===== src/rtl/lfpf_pkg.sv =====
package lfpf_pkg;

  localparam int SAMPLE_W  = 14;
  localparam int ADC_W     = 12;
  localparam int COEFF_W   = 24;
  localparam int GAIN_W    = 8;
  localparam int SHIFT_W   = 4;
  localparam int TAP_W     = 18;
  localparam int N_TAPS    = 5;
  localparam int WGT_W     = 7;
  localparam int FILT_SHIFT = 6;
  localparam int PROD_W    = TAP_W + 1 + WGT_W;
  localparam int TERM_W    = PROD_W - FILT_SHIFT;
  localparam int SUM_W     = 22;
  localparam int PEAK_W    = 10;
  localparam int AMP_W     = 12;
  localparam int IN_DATA_W  = 16;
  localparam int OUT_DATA_W = 16;

  typedef logic [TAP_W-1:0]        tap_t;
  typedef logic signed [WGT_W-1:0] wgt_t;
  typedef logic signed [SUM_W-1:0] sum_t;

  // partial sum walking down the row of tap cells
  typedef struct packed {
    logic vld;
    sum_t sum;
  } chain_tok_t;

  // newest tap first, oldest (leaving the delay line) last
  localparam wgt_t TAP_WEIGHT [N_TAPS] = '{
    7'sd24, 7'sd31, 7'sd16, -7'sd35, -7'sd36
  };

  localparam tap_t FILT_MAX = 18'h3FFFF;
  localparam sum_t FILT_MAX_S = sum_t'($signed({1'b0, FILT_MAX}));
  localparam logic [AMP_W-1:0] AMP_MAX = 12'hFFF;

endpackage


===== src/rtl/lfpf_lin.sv =====
module lfpf_lin
  import lfpf_pkg::*;
(
  input  logic [ADC_W-1:0]   adc,
  input  logic [COEFF_W-1:0] coeff,
  output tap_t               lin
);

  logic [GAIN_W-1:0]          gain;
  logic [SHIFT_W-1:0]         fill_shift;
  logic [ADC_W-1:0]           pedestal;
  logic [ADC_W:0]             diff;
  logic [ADC_W+GAIN_W-1:0]    prod;

  assign gain       = coeff[COEFF_W-1 -: GAIN_W];
  assign fill_shift = coeff[ADC_W +: SHIFT_W];
  assign pedestal   = coeff[ADC_W-1:0];
  assign diff       = {1'b0, adc} - {1'b0, pedestal};
  assign prod       = diff[ADC_W-1:0] * gain;

  always_comb begin
    if (gain == '0) begin
      // zero gain kills the whole word
      lin = '0;
    end else if (diff[ADC_W]) begin
      lin = tap_t'({fill_shift, {ADC_W{1'b0}}});
    end else begin
      lin = prod[2 +: TAP_W];
    end
  end

endmodule


===== src/rtl/lfpf_tap_cell.sv =====
module lfpf_tap_cell
  import lfpf_pkg::*;
(
  input  logic       clk,
  input  logic       rst_n,
  input  logic       shift_en,
  input  tap_t       tap_in,
  input  wgt_t       weight,
  input  chain_tok_t tok_in,
  output tap_t       tap_out,
  output chain_tok_t tok_out
);

  tap_t                      tap_r;
  chain_tok_t                tok_r;
  logic signed [TAP_W:0]     tap_s;
  logic signed [PROD_W-1:0]  prod;
  logic signed [TERM_W-1:0]  term;

  assign tap_s = $signed({1'b0, tap_r});
  assign prod  = tap_s * weight;
  // arithmetic drop of the low bits is a floor divide
  assign term  = prod[PROD_W-1:FILT_SHIFT];

  always_ff @(posedge clk) begin
    if (!rst_n) begin
      tap_r     <= '0;
      tok_r.vld <= 1'b0;
    end else begin
      if (shift_en) begin
        tap_r <= tap_in;
      end
      tok_r.vld <= tok_in.vld;
    end
    tok_r.sum <= tok_in.sum + sum_t'(term);
  end

  assign tap_out = tap_r;
  assign tok_out = tok_r;

endmodule


===== src/rtl/linearize_fir_peak_finder.sv =====
// Linearizing FIR peak finder. Each request on the in_ channel carries one
// 14-bit raw sample; only its low 12 bits are used. The sample is linearized
// with the coefficient word (pedestal, negative-fill shift, gain), pushed into
// a five-tap delay line built as a row of tap cells with weights
// 24, 31, 16, -35, -36, and filtered. Every input request produces exactly one
// out_ request: the previous filter value (saturated to 0xFFF, then >> 2) when
// it is above both neighbors, else 0. A new request is taken only once the
// previous one has finished, which waits for a free output register. After
// the sample is taken the partial sum walks through the five tap cells at one
// cell a cycle, is latched, and then gives the filter value and peak decision.
// A finished result sits in the output register while the next sample is
// already being worked on; a held output only stalls the final step. Write
// the coefficient word on cfg_ only while no request is in flight; reset
// clears it, the delay line and the filter history to zero.
module linearize_fir_peak_finder
  import lfpf_pkg::*;
(
  input  logic                  clk,
  input  logic                  rst_n,
  // configuration write
  input  logic                  cfg_valid,
  output logic                  cfg_ready,
  input  logic [COEFF_W-1:0]    cfg_data,    // [11:0] pedestal, [15:12] fill shift, [23:16] gain
  // sample stream
  input  logic                  in_tvalid,
  output logic                  in_tready,
  input  logic [IN_DATA_W-1:0]  in_tdata,    // [13:0] sample, [15:14] zero
  // peak stream
  output logic                  out_tvalid,
  input  logic                  out_tready,
  output logic [OUT_DATA_W-1:0] out_tdata    // [9:0] peak_amplitude, [15:10] zero
);

  logic [COEFF_W-1:0] coeff_r;
  logic               busy_r;
  logic               start_r;
  logic               acc_v_r;
  sum_t               acc_r;
  tap_t               hist0_r;
  tap_t               hist1_r;
  logic               out_vld_r;
  logic [PEAK_W-1:0]  out_pk_r;

  logic               accept;
  logic               fin;
  tap_t               lin;
  tap_t               filt;
  tap_t               oldest;
  logic [AMP_W-1:0]   amp;
  logic [PEAK_W-1:0]  pk;

  tap_t               tap_q [N_TAPS];
  chain_tok_t         tok_q [N_TAPS];

  // coefficient register, always writable
  assign cfg_ready = 1'b1;

  always_ff @(posedge clk) begin
    if (!rst_n) begin
      coeff_r <= '0;
    end else if (cfg_valid) begin
      coeff_r <= cfg_data;
    end
  end

  // one sample in flight at a time
  assign in_tready = !busy_r;
  assign accept    = in_tvalid && !busy_r;

  lfpf_lin u_lin (
    .adc   (in_tdata[ADC_W-1:0]),
    .coeff (coeff_r),
    .lin   (lin)
  );

  // row of tap cells: each shifts its tap to the next on accept and adds its
  // weighted tap to the partial sum passing through
  for (genvar k = 0; k < N_TAPS; k++) begin : g_cell
    tap_t       tap_in_k;
    chain_tok_t tok_in_k;

    if (k == 0) begin : g_head
      assign tap_in_k = lin;
      assign tok_in_k = '{vld: start_r, sum: '0};
    end else begin : g_body
      assign tap_in_k = tap_q[k-1];
      assign tok_in_k = tok_q[k-1];
    end

    lfpf_tap_cell u_cell (
      .clk      (clk),
      .rst_n    (rst_n),
      .shift_en (accept),
      .tap_in   (tap_in_k),
      .weight   (TAP_WEIGHT[k]),
      .tok_in   (tok_in_k),
      .tap_out  (tap_q[k]),
      .tok_out  (tok_q[k])
    );
  end

  // last cell holds the sample that just left the delay line
  assign oldest = tap_q[N_TAPS-1];

  // filter value: floor at zero, zero when the oldest tap is empty, clamp
  always_comb begin
    priority if (acc_r < 0 || oldest == '0) begin
      filt = '0;
    end else if (acc_r > FILT_MAX_S) begin
      filt = FILT_MAX;
    end else begin
      filt = acc_r[TAP_W-1:0];
    end
  end

  // peak test on the previous filter value
  assign amp = (hist0_r > tap_t'(AMP_MAX)) ? AMP_MAX : hist0_r[AMP_W-1:0];
  assign pk  = (hist0_r > filt && hist0_r > hist1_r) ? amp[AMP_W-1 -: PEAK_W] : '0;

  // finish once the output register is free or being emptied
  assign fin = acc_v_r && (!out_vld_r || out_tready);

  always_ff @(posedge clk) begin
    if (!rst_n) begin
      busy_r    <= 1'b0;
      start_r   <= 1'b0;
      acc_v_r   <= 1'b0;
      hist0_r   <= '0;
      hist1_r   <= '0;
      out_vld_r <= 1'b0;
    end else begin
      start_r <= accept;
      if (accept) begin
        busy_r <= 1'b1;
      end else if (fin) begin
        busy_r <= 1'b0;
      end
      if (tok_q[N_TAPS-1].vld) begin
        acc_v_r <= 1'b1;
      end else if (fin) begin
        acc_v_r <= 1'b0;
      end
      if (fin) begin
        hist1_r   <= hist0_r;
        hist0_r   <= filt;
        out_vld_r <= 1'b1;
      end else if (out_tready) begin
        out_vld_r <= 1'b0;
      end
    end
    if (tok_q[N_TAPS-1].vld) begin
      acc_r <= tok_q[N_TAPS-1].sum;
    end
    if (fin) begin
      out_pk_r <= pk;
    end
  end

  assign out_tvalid = out_vld_r;
  assign out_tdata  = OUT_DATA_W'(out_pk_r);

`ifndef ASSERT_OFF
  // only one partial sum is ever in flight
  a_one_in_flight: assert property (@(posedge clk) disable iff (!rst_n)
    $onehot0({start_r, tok_q[0].vld, tok_q[1].vld, tok_q[2].vld,
              tok_q[3].vld, tok_q[4].vld, acc_v_r}))
    else $error("more than one partial sum in flight");

  // any sum in flight belongs to an accepted sample
  a_busy_cover: assert property (@(posedge clk) disable iff (!rst_n)
    (start_r || tok_q[N_TAPS-1].vld || acc_v_r) |-> busy_r)
    else $error("partial sum present while idle");

  // an accepted sample makes the block busy and starts the cell row
  a_accept_busy: assert property (@(posedge clk) disable iff (!rst_n)
    accept |=> busy_r && start_r)
    else $error("accepted sample did not start the cell row");

  // finishing always leaves a result in the output register
  a_fin_out: assert property (@(posedge clk) disable iff (!rst_n)
    fin |=> out_tvalid && !busy_r && !acc_v_r)
    else $error("finish did not hand over the result");
`endif

endmodule


===== config.mk =====
export PLATFORM = sky130hd
export DESIGN_NAME = linearize_fir_peak_finder
export DESIGN_NICKNAME = d
export VERILOG_FILES = /design/src/rtl/lfpf_pkg.sv /design/src/rtl/lfpf_lin.sv /design/src/rtl/lfpf_tap_cell.sv /design/src/rtl/linearize_fir_peak_finder.sv
export SDC_FILE = /design/constraint.sdc
export NUM_CORES = 1
export LEC_CHECK = 0
export ABC_AREA = 1
export BUFFER_PORTS_ARGS = -buffer_cell sky130_fd_sc_hd__buf_2
export CORE_ASPECT_RATIO = 1.4
export CORE_MARGIN = 2
export CORE_UTILIZATION = 33
export DETAILED_ROUTE_END_ITERATION = 16
export PLACE_DENSITY = 0.49
export SLEW_MARGIN = 20
export SYNTH_ARGS = -nofsm -noshare
export SYNTH_HDL_FRONTEND = slang
export SYNTH_HIERARCHICAL = 1
export SYNTH_SLANG_ARGS = --single-unit

===== constraint.sdc =====
create_clock -name clk -period 5.05 [get_ports clk]
set_input_delay 0.505 -clock clk [delete_from_list [all_inputs] [get_ports clk]]
set_output_delay 0.505 -clock clk [all_outputs]
set_load 0.03 [all_outputs]

==> run summary <==
maximum vdd drop -> 0.444 mV
sequential fraction of the synthesis area -> 14.8%
Ports -> 64
fillers -> 13000
first-pass GRT wire length -> 214000 µm
Die Y -> 430 µm
Layout Skew -> 0.0471 ns
cts hold-fix bufs -> 0
multi-input logic area -> 0.0359 mm²
Core Box Area -> 0.129 mm²
share of layout cells above drive strength 1 -> 28.4%
FF+latch count, synth -> 301
Die Width -> 309 µm
ys flop type -> dfxtp_1
run status -> finished, violations left
Max Slew Vio Count -> 0
critical path fanouts, max -> 8
most common cell after layout, fill and taps aside -> inv_1
CTS tree -> built
Final min period -> 5.18 ns
LEAKAGE -> 31.6 nW
max-cap violations -> 0
port bufs -> 52
Sw Ratio -> 49.2%
post-DR wirelength/cell -> 15.6 µm
row count -> 156
setup slack after layout -> -0.133 ns
DRT Pass-1 Iters -> 5
largest area contributor in the netlist -> fa_1
# DRC -> 0
post-synth top area share -> 21.5%
crit path capture type -> register
startpoint types -> register
failing checks -> setup timing
final period utilization -> 103%
initial drt markers -> 1596
gate count of the mapped netlist -> 5993
combinational power share -> 82.8%
CTS max path bufs -> 3
Post-DP HPWL -> 108000 µm
most frequent cells in the layout -> 1247 x inv_1, 1040 x nand2_1, 648 x buf_4
total gr overflow -> 0
Clock Power Share -> 7.6%
PD cells -> 710 mW/mm²
gr usage total -> 20.1%
Routed WL -> 132000 µm
nets@finish -> 7722
Rel. slew slack -> 36.0%
Worst Tran Pin Value -> 0.960 ns
remaining antenna violation count -> 0
die area -> 0.133 mm²
RSZ-0062 raised after global routing -> true
Initial Util -> 33.2%
Cell Area, Synth -> 0.0429 mm²
CP Data Required Time -> 5.54 ns
Post-synth ARST share -> 0%
syn avg cell area -> 7.15 µm²
Root Driver -> clkbuf_16
Post-Place Cells -> 8287
Layout area overhead -> 34.0%
number of diodes -> 0
Synthesis Warnings -> 6
Final GP Congestion -> 0.896
Switch Pwr -> 20.1 mW
DP Worst Slack -> -0.692 ns
H-tree levels -> 2
Inserted Clock Buffers -> 39
Flop pwr share -> 9.6%
CP Class -> register to register
Netlist cell types -> 61
final setup vio count -> 26
Register Area -> 0.00647 mm²
synth top area cells -> fa_1 22%, ha_1 14%, dfxtp_1 13%
Hold Vio Cnt, Final -> 0
final instance area -> 0.0575 mm²
largest net degree at the start of global routing -> 94
via density per instance -> 4.59
HP Class -> input pin to register
vias in the first global route -> 41200
Post-DP Area -> 0.0496 mm²
initial antenna violation count -> 1
clock latency on the worst-skew pair -> 0.63 ns
via count -> 39000
fin cells -> 8497
internal power -> 20.7 mW
Post-synth EDFFs -> 32
clk sink count -> 301
Arrival @ worst endpoint -> 5.67 ns
Peak Freq -> 193 MHz
clock-pin slew on the worst setup and hold paths -> 0.08 ns
==> power by group through the flow <==
stage | combinational (mW) | sequential [mW] | clock (mW)
2_1_floorplan | 14.4 | 3.46 | 0
3_3_place_gp | 24.2 | 3.93 | 0
3_5_place_dp | 24.3 | 3.92 | 0
4_1_cts | 28.4 | 3.90 | 3.22
5_1_grt | 36.8 | 3.97 | 3.29
6_report | 33.7 | 3.93 | 3.10
==> cell usage after synthesis, drive strengths merged, types with 3 or more instances <==
| library cell | count |
|---|---|
| inv | 1359 |
| nand2 | 1317 |
| nor2 | 683 |
| ha | 487 |
| fa | 461 |
| a21oi | 297 |
| dfxtp | 269 |
| o21ai | 263 |
| nand3 | 204 |
| clkbuf | 133 |
| xor2 | 132 |
| xnor2 | 64 |
| buf | 46 |
| nand4 | 38 |
| edfxtp | 32 |
| nor3 | 30 |
| a21o | 29 |
| o21bai | 29 |
| or2 | 29 |
| nor4 | 23 |
| a31oi | 13 |
| clkinv | 11 |
| a21boi | 9 |
| o21a | 9 |
| a211oi | 4 |
| and2 | 4 |
| o211ai | 4 |
| nor3b | 3 |
==> routing by layer <==
metal / track usage (%) / share of wire [%]
met1: 22.3 / 39
met5: 0 / 0
met3: 1.40 / 1.8
met4: 8.17 / 4.9
met2: 39.0 / 54
==> final cells by class <==
class,count,area share (%)
Clock inverter,22,0.512
Multi-Input combinational cell,4215,62.5
Clock buffer,49,1.94
Timing Repair Buffer,802,11.0
Inverter,1370,9.00
Sequential cell,301,11.3
Tap cell,1738,3.78
==> state kept, by name, summed over array words and instances, names as in the netlist <==
name,flops
g_cell.u_cell/tok_out,115
g_cell.u_cell/tap_out,90
coeff_r,24
acc_r,22
hist0_r,18
hist1_r,18
out_pk_r,10
acc_v_r,1
busy_r,1
out_tvalid,1
start_r,1
==> timing repair <==
item                       in CTS  in global routing
pin swaps                     345                487
gates resized for setup       620                651
setup buffers                  88                 66
setup endpoints to repair      64                 72
==> critical path, stage by stage (launching register included) <==
cell and delay [ns]:
dfxtp_4 0.38, nand2_2 0.08, inv_2 0.04, fa_1 0.59, fa_2 0.46, fa_1 0.53, inv_2 0.04, fa_1 0.51
inv_2 0.05, ha_4 0.25, buf_6 0.13, nand2_8 0.07, inv_2 0.04, nand2_2 0.05, nand2_2 0.06, nand2_2 0.08
nand2_4 0.08, a21oi_4 0.15, o21bai_2 0.09, xor2_1 0.25, ha_4 0.27, a21o_1 0.22, o21bai_4 0.19, a21oi_2 0.15
o211ai_1 0.11, xor2_1 0.17
==> logic make-up (layout without fill, tap and decap cells) <==
kind of cell	Yosys count	in the layout	synth area share, %
AND/OR/NAND/NOR	2331	2331	22.8
buffers and inverters	1549	2243	13.8
adder cells (fa/ha/maj)	948	948	35.7
AO/OA/AOI/OAI	666	666	8.77
flip-flops	301	301	14.8
XOR/XNOR	196	196	4.09
other	2	74	0.0175
==> per-stage QoR <==
stage	hold slack [ns]	TNS (ns)	power, mW	util [%]
6_report	0.127	-1.11	40.8	44.5
5_1_grt	0.114	-10.79	44.1	44.5
4_1_cts	0.0844	-2.14	35.5	42.0
3_5_place_dp	0.389	-24.74	28.2	38.4
3_3_place_gp	0.387	-23.43	28.2	38.4
2_1_floorplan	0.386	-0.0364	17.9	-
==> path summary, 6_finish.rpt <==
kind | start | endpoint | slack (ns) | depth (start not counted)
min reg2reg | g_cell[4].u_cell/tok_out[14]$_DFF_P_ | acc_r[14]$_DFFE_PP_ | 0.40 | 0
min | cfg_data[10] | coeff_r[10]$_SDFFE_PN0P_ | 0.13 | 3
max | g_cell[3].u_cell/tap_out[8]$_SDFFE_PN0P_ | g_cell[3].u_cell/tok_out[20]$_DFF_P_ | -0.13 | 25
max reg2reg | g_cell[3].u_cell/tap_out[8]$_SDFFE_PN0P_ | g_cell[3].u_cell/tok_out[20]$_DFF_P_ | -0.13 | 25
No activity file was read; power rests on OpenSTA's default activity.
